`config.mk`:
```
export PLATFORM = sky130hd
export DESIGN_NAME = window_sender_dupack_control_top
export DESIGN_NICKNAME = d
export VERILOG_FILES = /design/src/sv/wsdc_pkg.sv /design/src/sv/wsdc_cfg.sv /design/src/sv/wsdc_core.sv /design/src/sv/window_sender_dupack_control_top.sv
export VERILOG_INCLUDE_DIRS = /design/src /design/src/sv
export SDC_FILE = /design/constraint.sdc
export NUM_CORES = 1
export LEC_CHECK = 0
export ABC_AREA = 1
export BUFFER_PORTS_ARGS = -buffer_cell sky130_fd_sc_hd__buf_2
export CORE_MARGIN = 4
export CORE_UTILIZATION = 35
export DETAILED_ROUTE_END_ITERATION = 16
export PLACE_DENSITY_LB_ADDON = 0.3
export SLEW_MARGIN = 10
export SYNTH_ARGS = -nofsm -noshare
export SYNTH_HDL_FRONTEND = slang
export SYNTH_SLANG_ARGS = --single-unit
```
`constraint.sdc`:
```
create_clock -name i_clk -period 3.4 [get_ports i_clk]
set_clock_uncertainty 0.2 [all_clocks]
set_input_delay 0.68 -clock i_clk [delete_from_list [all_inputs] [get_ports i_clk]]
set_output_delay 0.68 -clock i_clk [all_outputs]
set_load 0.05 [all_outputs]
```
`src/sv/window_sender_dupack_control_top_assert.svh`:
```
// ----------------------------------------------------------------------------
// Assertion macros for the window sender
// Shared forms for the concurrent checks of the window sender modules.
// ----------------------------------------------------------------------------
`ifndef WINDOW_SENDER_DUPACK_CONTROL_TOP_ASSERT_SVH
`define WINDOW_SENDER_DUPACK_CONTROL_TOP_ASSERT_SVH

// Same-cycle implication, checked out of reset.
`define WSDC_ASSERT(label, clk, rst_n, ante, cons) \
    label: assert property (@(posedge clk) disable iff (!rst_n) (ante) |-> (cons)) \
        else $error("wsdc check failed");

// Next-cycle implication, checked out of reset.
`define WSDC_ASSERT_NEXT(label, clk, rst_n, ante, cons) \
    label: assert property (@(posedge clk) disable iff (!rst_n) (ante) |=> (cons)) \
        else $error("wsdc check failed");

`endif

```
`src/sv/wsdc_pkg.sv`:
```
// ----------------------------------------------------------------------------
// Window sender package
// Widths, codes and shared types of the window sender block.
// ----------------------------------------------------------------------------
`default_nettype none

package wsdc_pkg;

    // Payload bytes per data segment; must be a power of two.
    localparam int SEG_PAYLOAD = 1024;
    localparam int SEG_SHIFT   = $clog2(SEG_PAYLOAD);

    localparam int FILE_W  = 24;
    localparam int DUP_W   = 8;
    localparam int SEG_W   = 15;
    localparam int WIN_W   = 16;
    localparam int LEN_W   = 11;
    localparam int REQ_W   = 2;
    localparam int EV_W    = 4;
    localparam int TOTAL_W = FILE_W - SEG_SHIFT + 1;
    localparam int CMP_W   = (TOTAL_W > SEG_W) ? TOTAL_W : SEG_W;

    localparam int IN_DATA_W  = ((SEG_W + 7) / 8) * 8;
    localparam int OUT_BITS   = SEG_W + FILE_W + LEN_W + 1;
    localparam int OUT_DATA_W = ((OUT_BITS + 7) / 8) * 8;

    // Configuration register indexes.
    localparam int CFG_AW = 1;
    localparam logic [CFG_AW-1:0] CFG_FILE_LENGTH = 1'b0;
    localparam logic [CFG_AW-1:0] CFG_DUP_LIMIT   = 1'b1;

    localparam logic [DUP_W-1:0] DUP_LIMIT_RST = 8'd3;

    typedef enum logic [REQ_W-1:0] {
        REQ_SEND  = 2'd0,
        REQ_ACK   = 2'd1,
        REQ_START = 2'd2
    } t_req;

    typedef enum logic [EV_W-1:0] {
        EV_DATA    = 4'd0,
        EV_SIZE    = 4'd1,
        EV_FIN     = 4'd2,
        EV_NOSEND  = 4'd3,
        EV_ACKOK   = 4'd4,
        EV_DUP     = 4'd5,
        EV_IGNORED = 4'd6,
        EV_BEYOND  = 4'd7,
        EV_RETX    = 4'd8,
        EV_STARTED = 4'd9
    } t_event;

    typedef struct packed {
        logic [FILE_W-1:0]  file_length;
        logic [DUP_W-1:0]   dup_limit;
        logic [TOTAL_W-1:0] seg_total;
    } t_cfg;

    typedef struct packed {
        t_event             event_res;
        logic [SEG_W-1:0]   seg_num;
        logic               last_flag;
        logic [FILE_W-1:0]  payload_offset;
        logic [LEN_W-1:0]   payload_len;
        logic               transfer_done;
    } t_result;

endpackage

`default_nettype wire

```
`src/sv/wsdc_cfg.sv`:
```
// ----------------------------------------------------------------------------
// Window sender configuration registers
// Holds file length and duplicate limit and keeps the segment total ready.
// ----------------------------------------------------------------------------
`default_nettype none

module wsdc_cfg (
    input  wire logic                       i_clk,
    input  wire logic                       i_rst_n,
    input  wire logic                       i_cfg_we,
    input  wire logic [wsdc_pkg::CFG_AW-1:0] i_cfg_addr,
    input  wire logic [wsdc_pkg::FILE_W-1:0] i_cfg_wdata,
    output wsdc_pkg::t_cfg                  o_cfg
);
    import wsdc_pkg::*;

    logic [FILE_W-1:0]  r_file_length;
    logic [DUP_W-1:0]   r_dup_limit;
    logic [TOTAL_W-1:0] r_seg_total;

    // The total is length / SEG_PAYLOAD + 1, precomputed at write time.
    always_ff @(posedge i_clk) begin
        if (!i_rst_n) begin
            r_file_length <= '0;
            r_dup_limit   <= DUP_LIMIT_RST;
            r_seg_total   <= TOTAL_W'(1);
        end else if (i_cfg_we) begin
            case (i_cfg_addr)
                CFG_FILE_LENGTH: begin
                    r_file_length <= i_cfg_wdata;
                    r_seg_total   <= TOTAL_W'(i_cfg_wdata >> SEG_SHIFT) + TOTAL_W'(1);
                end
                CFG_DUP_LIMIT: begin
                    r_dup_limit <= i_cfg_wdata[DUP_W-1:0];
                end
                default: begin
                end
            endcase
        end
    end

    assign o_cfg.file_length = r_file_length;
    assign o_cfg.dup_limit   = r_dup_limit;
    assign o_cfg.seg_total   = r_seg_total;

endmodule

`default_nettype wire

```
`src/sv/wsdc_core.sv`:
```
// ----------------------------------------------------------------------------
// Window sender core
// Window, in-flight and duplicate state with the per-request result logic.
// ----------------------------------------------------------------------------
`default_nettype none
`include "window_sender_dupack_control_top_assert.svh"

module wsdc_core (
    input  wire logic                      i_clk,
    input  wire logic                      i_rst_n,
    input  wire logic                      i_valid,
    input  wire wsdc_pkg::t_req            i_req,
    input  wire logic [wsdc_pkg::SEG_W-1:0] i_ack,
    input  wire wsdc_pkg::t_cfg            i_cfg,
    output wsdc_pkg::t_result              o_result
);
    import wsdc_pkg::*;

    localparam logic [SEG_W-1:0] SEG_MAX = {SEG_W{1'b1}};
    localparam logic [WIN_W-1:0] WIN_MAX = {WIN_W{1'b1}};
    localparam logic [DUP_W-1:0] DUP_MAX = {DUP_W{1'b1}};

    logic [SEG_W-1:0] r_next_seg, n_next_seg;
    logic [WIN_W-1:0] r_window, n_window;
    logic [WIN_W-1:0] r_in_flight, n_in_flight;
    logic [SEG_W-1:0] r_last_acked, n_last_acked;
    logic [DUP_W-1:0] r_dup_seen, n_dup_seen;
    logic             r_all_acked, n_all_acked;
    logic             r_fin_done, n_fin_done;
    t_result          res;

    function automatic logic [SEG_W-1:0] sat_inc(input logic [SEG_W-1:0] v);
        sat_inc = (v == SEG_MAX) ? v : v + 1'b1;
    endfunction

    always_comb begin : proc_next
        logic [CMP_W-1:0]  v_next;
        logic [CMP_W-1:0]  v_total;
        logic [CMP_W-1:0]  v_ack;
        logic [FILE_W-1:0] v_off;
        logic [DUP_W-1:0]  v_dup;

        n_next_seg   = r_next_seg;
        n_window     = r_window;
        n_in_flight  = r_in_flight;
        n_last_acked = r_last_acked;
        n_dup_seen   = r_dup_seen;
        n_all_acked  = r_all_acked;
        n_fin_done   = r_fin_done;
        res           = '0;
        res.event_res = EV_IGNORED;
        v_next  = CMP_W'(r_next_seg);
        v_total = CMP_W'(i_cfg.seg_total);
        v_ack   = CMP_W'(i_ack);
        v_off   = FILE_W'(r_next_seg - 1'b1) << SEG_SHIFT;
        v_dup   = r_dup_seen;

        case (i_req)
            REQ_START: begin
                n_next_seg    = '0;
                n_window      = WIN_W'(1);
                n_in_flight   = '0;
                n_last_acked  = '0;
                n_dup_seen    = '0;
                n_all_acked   = 1'b0;
                n_fin_done    = 1'b0;
                res.event_res = EV_STARTED;
            end
            REQ_SEND: begin
                if (r_all_acked && v_next > v_total) begin
                    if (!r_fin_done) begin
                        n_fin_done    = 1'b1;
                        res.event_res = EV_FIN;
                    end else begin
                        res.event_res = EV_NOSEND;
                    end
                end else if (v_next <= v_total && r_in_flight < r_window) begin
                    res.seg_num = r_next_seg;
                    if (r_next_seg == '0) begin
                        res.event_res = EV_SIZE;
                    end else begin
                        res.event_res      = EV_DATA;
                        res.payload_offset = v_off;
                        if (v_next == v_total) begin
                            res.last_flag   = 1'b1;
                            res.payload_len = LEN_W'(i_cfg.file_length - v_off);
                        end else begin
                            res.payload_len = LEN_W'(SEG_PAYLOAD);
                        end
                    end
                    if (r_in_flight != WIN_MAX) begin
                        n_in_flight = r_in_flight + 1'b1;
                    end
                    n_next_seg = sat_inc(r_next_seg);
                end else begin
                    res.event_res = EV_NOSEND;
                end
            end
            REQ_ACK: begin
                if (!r_all_acked) begin
                    if (i_ack == r_last_acked && r_dup_seen >= i_cfg.dup_limit) begin
                        res.event_res = EV_IGNORED;
                    end else begin
                        if (r_in_flight != '0) begin
                            n_in_flight = r_in_flight - 1'b1;
                        end
                        if (v_ack <= v_next) begin
                            if (i_ack == r_last_acked) begin
                                if (r_dup_seen != DUP_MAX) begin
                                    v_dup = r_dup_seen + 1'b1;
                                end
                                res.event_res = EV_DUP;
                            end else begin
                                v_dup         = '0;
                                res.event_res = EV_ACKOK;
                            end
                            n_last_acked = i_ack;
                            if (r_window != WIN_MAX) begin
                                n_window = r_window + 1'b1;
                            end
                        end else begin
                            n_next_seg    = sat_inc(i_ack);
                            res.event_res = EV_BEYOND;
                        end
                        n_dup_seen = v_dup;
                        // Duplicate threshold reached: rewind to the first
                        // unacknowledged segment with the window shrunk to one segment.
                        if (v_dup == i_cfg.dup_limit) begin
                            n_next_seg    = sat_inc(n_last_acked);
                            n_window      = WIN_W'(1);
                            n_in_flight   = '0;
                            res.event_res = EV_RETX;
                        end
                    end
                    if (v_ack == v_total) begin
                        n_all_acked = 1'b1;
                    end
                end
            end
            default: begin
                res.event_res = EV_IGNORED;
            end
        endcase

        res.transfer_done = n_all_acked;
    end

    always_ff @(posedge i_clk) begin
        if (!i_rst_n) begin
            r_next_seg   <= '0;
            r_window     <= WIN_W'(1);
            r_in_flight  <= '0;
            r_last_acked <= '0;
            r_dup_seen   <= '0;
            r_all_acked  <= 1'b0;
            r_fin_done   <= 1'b0;
        end else if (i_valid) begin
            r_next_seg   <= n_next_seg;
            r_window     <= n_window;
            r_in_flight  <= n_in_flight;
            r_last_acked <= n_last_acked;
            r_dup_seen   <= n_dup_seen;
            r_all_acked  <= n_all_acked;
            r_fin_done   <= n_fin_done;
        end
    end

    assign o_result = res;

    `WSDC_ASSERT(a_fin_after_ack, i_clk, i_rst_n, r_fin_done, r_all_acked)
    `WSDC_ASSERT(a_ack_ignored_when_done, i_clk, i_rst_n, i_valid && r_all_acked && i_req == REQ_ACK, res.event_res == EV_IGNORED)
    `WSDC_ASSERT_NEXT(a_start_clears, i_clk, i_rst_n, i_valid && i_req == REQ_START, r_next_seg == '0 && r_in_flight == '0 && !r_all_acked && !r_fin_done)
    `WSDC_ASSERT_NEXT(a_retx_closes_window, i_clk, i_rst_n, i_valid && res.event_res == EV_RETX, r_window == WIN_W'(1) && r_in_flight == '0)
    `WSDC_ASSERT_NEXT(a_send_counts, i_clk, i_rst_n, i_valid && (res.event_res == EV_DATA || res.event_res == EV_SIZE), r_in_flight != '0)

endmodule

`default_nettype wire

```
`src/sv/window_sender_dupack_control_top.sv`:
```
// Path: a request goes through the input register, then the result register.
// Throughput: one request per cycle while the result stream is not stalled;
// the state update of the core is a single pass of compares and increments,
// so requests follow back to back.
// Reset: synchronous, active low; resets the window state, empties both
// registers, and sets file_length to 0 and dup_limit to 3.
// ----------------------------------------------------------------------------
// Window sender with duplicate-ACK fast retransmit
// Stream-side wrapper: input register, window core and result register.
// ----------------------------------------------------------------------------
`default_nettype none

module window_sender_dupack_control_top (
    input  wire logic                           i_clk,
    input  wire logic                           i_rst_n,
    // Configuration write port.
    input  wire logic                           i_cfg_we,
    input  wire logic [wsdc_pkg::CFG_AW-1:0]    i_cfg_addr,
    input  wire logic [wsdc_pkg::FILE_W-1:0]    i_cfg_wdata,
    // Request stream.
    input  wire logic                           i_s_axis_tvalid,
    output logic                                o_s_axis_tready,
    // tdata: ack_num [14:0], zero padding above.
    input  wire logic [wsdc_pkg::IN_DATA_W-1:0] i_s_axis_tdata,
    // tuser: req_type [1:0].
    input  wire logic [wsdc_pkg::REQ_W-1:0]     i_s_axis_tuser,
    // Result stream.
    output logic                                o_m_axis_tvalid,
    input  wire logic                           i_m_axis_tready,
    // tdata: seg_num [14:0], payload_offset [38:15], payload_len [49:39],
    // transfer_done [50], zero padding above.
    output logic [wsdc_pkg::OUT_DATA_W-1:0]     o_m_axis_tdata,
    // tuser: event_res [3:0].
    output logic [wsdc_pkg::EV_W-1:0]           o_m_axis_tuser,
    // tlast: last_flag, set on the final data segment of the file.
    output logic                                o_m_axis_tlast
);
    import wsdc_pkg::*;

    t_cfg             cfg;
    t_result          core_res;
    logic             advance;

    logic             r_in_valid;
    t_req             r_in_req;
    logic [SEG_W-1:0] r_in_ack;
    logic             r_out_valid;
    t_result          r_out;

    // The user must write configuration only while no request is in progress; the block itself does not enforce it.
    wsdc_cfg u_cfg (
        .i_clk       (i_clk),
        .i_rst_n     (i_rst_n),
        .i_cfg_we    (i_cfg_we),
        .i_cfg_addr  (i_cfg_addr),
        .i_cfg_wdata (i_cfg_wdata),
        .o_cfg       (cfg)
    );

    // A held request moves into the core as soon as the result register is
    // empty or is being drained in the same cycle. The input register takes a
    // new request whenever it is empty or its contents move on, so a waiting
    // result blocks new requests only once the input register is full too.
    assign advance         = r_in_valid && (!r_out_valid || i_m_axis_tready);
    assign o_s_axis_tready = !r_in_valid || advance;

    always_ff @(posedge i_clk) begin
        if (!i_rst_n) begin
            r_in_valid <= 1'b0;
        end else if (o_s_axis_tready) begin
            r_in_valid <= i_s_axis_tvalid;
        end
    end

    always_ff @(posedge i_clk) begin
        if (o_s_axis_tready && i_s_axis_tvalid) begin
            r_in_req <= t_req'(i_s_axis_tuser);
            r_in_ack <= i_s_axis_tdata[SEG_W-1:0];
        end
    end

    wsdc_core u_core (
        .i_clk    (i_clk),
        .i_rst_n  (i_rst_n),
        .i_valid  (advance),
        .i_req    (r_in_req),
        .i_ack    (r_in_ack),
        .i_cfg    (cfg),
        .o_result (core_res)
    );

    // Result register: every request yields exactly one result.
    always_ff @(posedge i_clk) begin
        if (!i_rst_n) begin
            r_out_valid <= 1'b0;
        end else if (advance) begin
            r_out_valid <= 1'b1;
        end else if (i_m_axis_tready) begin
            r_out_valid <= 1'b0;
        end
    end

    always_ff @(posedge i_clk) begin
        if (advance) begin
            r_out <= core_res;
        end
    end

    assign o_m_axis_tvalid = r_out_valid;
    assign o_m_axis_tuser  = r_out.event_res;
    assign o_m_axis_tlast  = r_out.last_flag;
    assign o_m_axis_tdata  = {{(OUT_DATA_W - OUT_BITS){1'b0}},
                              r_out.transfer_done,
                              r_out.payload_len,
                              r_out.payload_offset,
                              r_out.seg_num};

endmodule

`default_nettype wire
```
==> Word level (Yosys, flattened, before mapping) <==
Cells that the tools add are included.
Widths: inputs -> output; s select.
{ "classes": {"muxes": 59, "n_reduce_logical": 26, "mul": 0, "n_div": 0, "addsub": 10, "shifts": 0, "bitwise_logic": 4, "eq_ne": 23, "order_cmp": 5} }
{ "ops": {"columns": ["operator", "n"], "rows": [
  ["$mux 15", 15],
  ["$mux 16", 12],
  ["$mux 8", 8],
  ["$pmux 16 s3", 1],
  ["$add 15x1->15 const B", 3],
  ["$eq 15x15->1", 3],
  ["$eq 15x15->1 const B", 3],
  ["$pmux 15 s3", 1],
  ["$add 16x1->16 const B", 2],
  ["$ne 16x16->1 const B", 2],
  ["$pmux 16 s2", 1],
  ["$le 15x15->1", 2],
  ["$pmux 15 s2", 1],
  ["$mux 4", 5],
  ["$lt 16x16->1", 1],
  ["$pmux 8 s2", 1],
  ["$reduce_and 8->1", 2],
  ["$reduce_bool 16->1", 1],
  ["$sub 16x1->16 const B", 1],
  ["$add 14x1->15 const B", 1],
  ["$gt 15x15->1", 1],
  ["$logic_not 15->1", 1],
  ["$sub 14x1->14 const B", 1],
  ["$pmux 4 s3", 1],
  ["29 further kinds", 57]
]} }
{ "word_totals": {"latch_bits": 0, "ram_bits": 0, "n_memories": 0, "input_bits": 48, "out_inout_bits": 63, "romBits": 0, "ff_bits": 181} }

==> Logic depth before layout (Yosys ltp) <==
{ "depth": {"ltp_word": 12, "ltp_mapped": 25} }

==> Hierarchy <==
A second synthesis with hierarchy kept.
{ "hier_totals": {"cells_unflattened": 1843, "hier_area_um2": 12826.1} }
{ "modules_own_cells": {"columns": ["mod", "n_inst", "seq_area_each_um2", "area_per_inst_um2", "cells_per_inst"], "rows": [
  ["wsdc_core", 1, 1441.4, 8521.9, 1471],
  ["window_sender_dupack_control_top", 1, 2232.1, 2328.5, 92],
  ["wsdc_cfg", 1, 940.9, 1975.6, 280]
]} }

==> Worst setup path after synthesis <==
Ideal clock, no wire load.
{ "synth_timing": {"path_kind": "reg-to-reg", "startpoint": "reg u_core.r_next_seg[2], in the netlist u_core.proc_next.v_next[2]", "endpoint": "reg u_core.r_next_seg[1], in the netlist u_core.proc_next.v_next[1]", "arrival_ps": 3037, "path_stages_with_launch": 25, "period_less_slack_ps": 3351, "path_slack_ps": 49, "setup_ps": 114, "cell_sequence": "dfxtp_1 -> clkbuf_1 -> inv_1 -> ha_1 -> a21oi_1 -> nand2_1 -> nand2_1 -> nand2_1 -> nand2_1 -> nand2_4 -> nand2_4 -> buf_6 -> buf_6 -> nand2_1 -> o21ai_4 -> ha_1 -> nand2_1 -> nor2_4 -> nand2_1 -> nor2_1 -> nand2_1 -> o21ai_1 -> nand2_1 -> a21oi_1 -> nor2_1"} }
{ "synth_between": {"elab_chain_len": 11, "word_cells_on_any_way": 27} }
{ "synth_lines": {"columns": ["element", "line_no", "source"], "rows": [
  ["start: declaration", "wsdc_core.sv:23", "logic [SEG_W-1:0] r_next_seg, n_next_seg;"],
  ["start signal: assignment", "wsdc_core.sv:158", "r_next_seg <= n_next_seg;"],
  ["$le 15x15->1", "wsdc_core.sv:107", "if (v_ack <= v_next) begin"],
  ["$mux 15", "wsdc_core.sv:107", null],
  ["$mux 15", "wsdc_core.sv:101", "if (i_ack == r_last_acked && r_dup_seen >= i_cfg.dup_limit) begin"],
  ["$mux 15", "wsdc_core.sv:100", "if (!r_all_acked) begin"],
  ["$mux 15", "wsdc_core.sv:58", "case (i_req)"],
  ["$add 15x1->15 / $eq 15x15->1 (equally long branches)", "wsdc_core.sv:33", "sat_inc = (v == SEG_MAX) ? v : v + 1'b1;"],
  ["$mux 15", "wsdc_core.sv:33", null],
  ["$mux 15", "wsdc_core.sv:128", "if (v_dup == i_cfg.dup_limit) begin"],
  ["$mux 15", "wsdc_core.sv:101", null],
  ["$mux 15", "wsdc_core.sv:100", null],
  ["$pmux 15 s3", "wsdc_core.sv:58", null]
]} }
Several ways; a longest one is shown, not always the timed one. The select of a mux whose other input is x is not followed.
A chain may end at the register's enable or synchronous reset.

==> Worst setup path in the final report <==
{ "layout_timing": {"startpoint": "reg r_in_ack[11]", "endpoint": "reg u_core.r_next_seg[1], in the netlist u_core.proc_next.v_next[1]"} }
{ "layout_between": {"elab_chain_len": 11, "word_cells_on_any_way": 26} }
{ "layout_lines": {"columns": ["element", "line_no", "source"], "rows": [
  ["start: declaration", "window_sender_dupack_control_top.sv:46", "logic [SEG_W-1:0] r_in_ack;"],
  ["start signal: assignment", "window_sender_dupack_control_top.sv:78", "r_in_ack <= i_s_axis_tdata[SEG_W-1:0];"],
  ["$le 15x15->1 / $eq 15x15->1 (equally long branches)", "wsdc_core.sv:107, wsdc_core.sv:101, wsdc_core.sv:108", null],
  ["$mux 15 / $mux 8 (equally long branches)", "wsdc_core.sv:107, wsdc_core.sv:108", null],
  ["$mux 15 / $mux 8 (equally long branches)", "wsdc_core.sv:101, wsdc_core.sv:107", null],
  ["$mux 15 / $mux 8 (equally long branches)", "wsdc_core.sv:100, wsdc_core.sv:101", null],
  ["$mux 15 / $mux 8 (equally long branches)", "wsdc_core.sv:58, wsdc_core.sv:100", null],
  ["$add 15x1->15, or another cell as far along", "wsdc_core.sv:33", null],
  ["$mux 15 / $eq 8x8->1 (equally long branches)", "wsdc_core.sv:33, wsdc_core.sv:128", null],
  ["$mux 15", "wsdc_core.sv:128", null],
  ["$mux 15", "wsdc_core.sv:101", null],
  ["$mux 15", "wsdc_core.sv:100", null],
  ["$pmux 15 s3", "wsdc_core.sv:58", null]
]} }
Several ways; a longest one is shown, not always the timed one. The select of a mux whose other input is x is not followed.

==> summary.txt <==
Timing
  • Setup TNS: 0 ps
  • RSZ-0062 raised after global routing: true
  • Peak Freq: 297 MHz
  • Max-slew violations: 0
  • Final hold vios: 0
  • Tightest Pin Transition: 860 ps
  • Setup-failing EPs final: 0
  • Final Cycle Share: 98.9%
  • Worst setup margin: 36.2 ps
  • Final min period: 3360 ps
  • Slew headroom: 42.6%
  • Hold Slack: 197 ps

Critical path
  • Critical Path AT: 3510 ps
  • Nature of the critical path startpoint: flop
  • Element type at the critical path end: flop
  • Worst-path maximum fanout: 12
  • Crit Path Category: reg2reg
  • Req. time, crit path: 3550 ps

Clock tree
  • CTS Buffer Depth: 2
  • Clk pin slew, worst setup/hold paths: 80 ps
  • Skew-Pair Late Insertion Delay: 460 ps
  • CTS H-tree depth: 4
  • Clock root cell: clkbuf_16
  • CTS Buf Count: 17
  • CTS tree: yes
  • Clock sinks: 171

Floorplanning
  • Top Ports: 111
  • Core region area: 33600 um2
  • Die ar.: 37200 um2
  • Die W: 193 um
  • Row count: 67
  • Initial core utilization: 35.6%
  • Die Ht: 193 um

Synthesis
  • Post-synth top flop: dfxtp_1
  • Yosys top cell by area: dfxtp_1
  • Synth Register Bits: 171
  • Post-synthesis sequential area ratio: 33.9%
  • Top cells by area, synth: dfxtp_1, edfxtp_1, nand2_1
  • Mapped Area: 12000 um2
  • Synth async-reset ratio: 0%
  • Post-synthesis cell type count: 48
  • Post-synth EDFFs: 63
  • Top-area cell type share of the netlist area: 18.1%
  • Ys Warns: 0
  • Mean Syn Cell Area: 6.97 um2
  • Post-synthesis cell count: 1716

Global route
  • Vias in the first global route: 10900
  • First-pass GRT wire length: 57000 um
  • GRT overflow: 0
  • Largest net degree at the start of global routing: 58
  • Total track usage: 19.4%
  • Antenna violations before repair: 1

Cells and area
  • Diodes inserted: 0
  • Post-route cell area: 14700 um2
  • Nets: 2024
  • Filler instances: 3436
  • Share of cells above drive strength 1: 20.1%
  • Synth-to-layout area growth: 23.0%

Worst hold path
  • HP Class: in2reg

Run
  • Maxcap violations: 0

Place
  • HPWL reported at the end of detailed placement: 28300 um
  • Routability congestion estimate: 0.918
  • Placement Setup Slack: 47.9 ps
  • Placed instance area: 13600 um2
  • # port buffers: 94

Detailed routing
  • Vias per cell: 5.00
  • DR vias: 11800
  • Final WL: 36800 um
  • Initial drt markers: 954
  • DR pass1 iterations: 5
  • Routed WL per cell: 15.5 um
  • DRC errors left: 0
  • Antenna Violating Nets Remaining: 0

Pwr
  • Lkg Pwr: 0.00658 uW
  • Total Power: 6130 uW
  • Worst VDD drop: 0.259 mV
  • P per Cell Area: 417 nW/um2

Run status
  • Status: finished, final reports clean
==> routing by layer <==
metal / vias to the layer above / wire [um] / track usage [%]
met4: 2 / 1000 / 5.92
met5: - / 8 / 0
li1: 6024 / - / -
met2: 330 / 16300 / 30.5
met1: 5426 / 17200 / 27.1
met3: 53 / 2330 / 3.31
==> cells in the final DEF (no fill, tap or decap), types with 63 or more instances in the layout <==
cell	instances
a21oi_1	122
buf_2	94
buf_4	119
dfxtp_1	108
edfxtp_1	63
inv_1	194
nand2_1	380
nand3_1	152
nor2_1	173
o21ai_0	88
==> worst paths after layout <==
kind                                                     startpoint                                      end  slack [ps]  depth (start not counted)
worst min-delay path                              i_s_axis_tdata[8]                    r_in_ack[8]$_DFFE_PP_         200                          1
worst max-delay path                         r_in_ack[11]$_DFFE_PP_  u_core.proc_next.v_next[1]$_SDFFE_PN0P_          40                         20
worst min register to register  u_cfg.r_file_length[8]$_SDFFE_PN0P_      u_cfg.r_file_length[8]$_SDFFE_PN0P_         260                          2
worst max register to register               r_in_ack[11]$_DFFE_PP_  u_core.proc_next.v_next[1]$_SDFFE_PN0P_          40                         20
==> area by class of cell <==
class	instances	area, um2	share of cell area (%)
Clock buffer	18	439	2.99
Clock inverter	14	153	1.04
Inverter	212	812	5.52
Multi-Input combinational cell	1273	7030	47.8
Sequential cell	171	4050	27.6
Tap cell	448	561	3.81
Timing Repair Buffer	232	1650	11.2
Timing Repair inverter	1	8.76	0.0595
==> metrics by stage <==
| stage | std cells | util (%) |
|---|---|---|
| CTS | 2351 | 42.3 |
| global route | 2369 | 43.8 |
| detailed placement | 2319 | 40.5 |
| global placement | 2319 | 40.5 |
| finish | 2369 | 43.8 |
| floorplan | 1730 | - |
==> state kept, by name, summed over array words and instances (netlist names), 11 cells and up <==
name	cells
u_core.r_last_acked	15
u_core.r_in_flight	16
o_m_axis_tdata	41
u_cfg.r_file_length	11
r_in_ack	15
u_core.proc_next.v_next	15
u_core.r_window	16
u_cfg.r_seg_total	15
==> cell usage after synthesis, types with 6 or more instances <==
cell type and n:
nor2_1 189, dfxtp_1 108, inv_2 8, a21oi_1 127, buf_2 14, nand2_4 6
clkbuf_1 35, nand4_1 30, xor2_1 54, o211ai_1 10, a211oi_1 14, edfxtp_1 63
a21oi_2 11, inv_1 197, ha_1 68, nor3_1 17, o21ai_0 89, nand2_1 399
buf_4 20, nand2_2 23, nand3_1 158, clkinv_1 6, nor4_1 10
==> power breakdown <==
part	leakage (uW)	switching, uW	internal [uW]	total [uW]
combinational	0.00480	1170	647	1820
clock	0.000283	976	999	1970
sequential	0.00150	89.7	2250	2340
==> worst max-delay path, stage by stage (launching register included) <==
cell and delay, ps:
edfxtp_1 490, ha_1 350, nand2_2 80, nor2_4 130
inv_2 60, nor2_4 130, nand4_4 200, nand2_8 180
buf_4 130, buf_4 170, nand2_1 70, nand2_1 80
nand2_1 80, nor2_2 150, nand2_1 90, nor2_2 180
nand2_1 70, o21ai_1 70, nand2_1 130, a21oi_2 160
nor2_1 40
==> logic make-up (layout without fill, tap and decap cells) <==
group | after synthesis | count (layout) | share of synthesized area [%]
and+or+nand+nor | 854 | 855 | 31.4
buffers and inverters | 287 | 477 | 10.2
AOI/OAI and AO/OA | 275 | 275 | 13.0
DFF | 171 | 171 | 33.9
adders and majority gates | 68 | 68 | 7.11
xor gates and xnor gates | 59 | 59 | 4.32
other | 1 | 15 | 0.0314
muxes | 1 | 1 | 0.0837
==> repair_timing <==
action | 4_1_cts | 5_1_grt
cloned | 0 | 3
resized for setup | 1 | 83
hold endpoints to repair | 0 | 0
hold buffers | 0 | 0
pin swaps | 0 | 34
setup buffers | 0 | 15
setup endpoints to repair | 1 | 61
No activity file was read; power rests on OpenSTA's default activity.
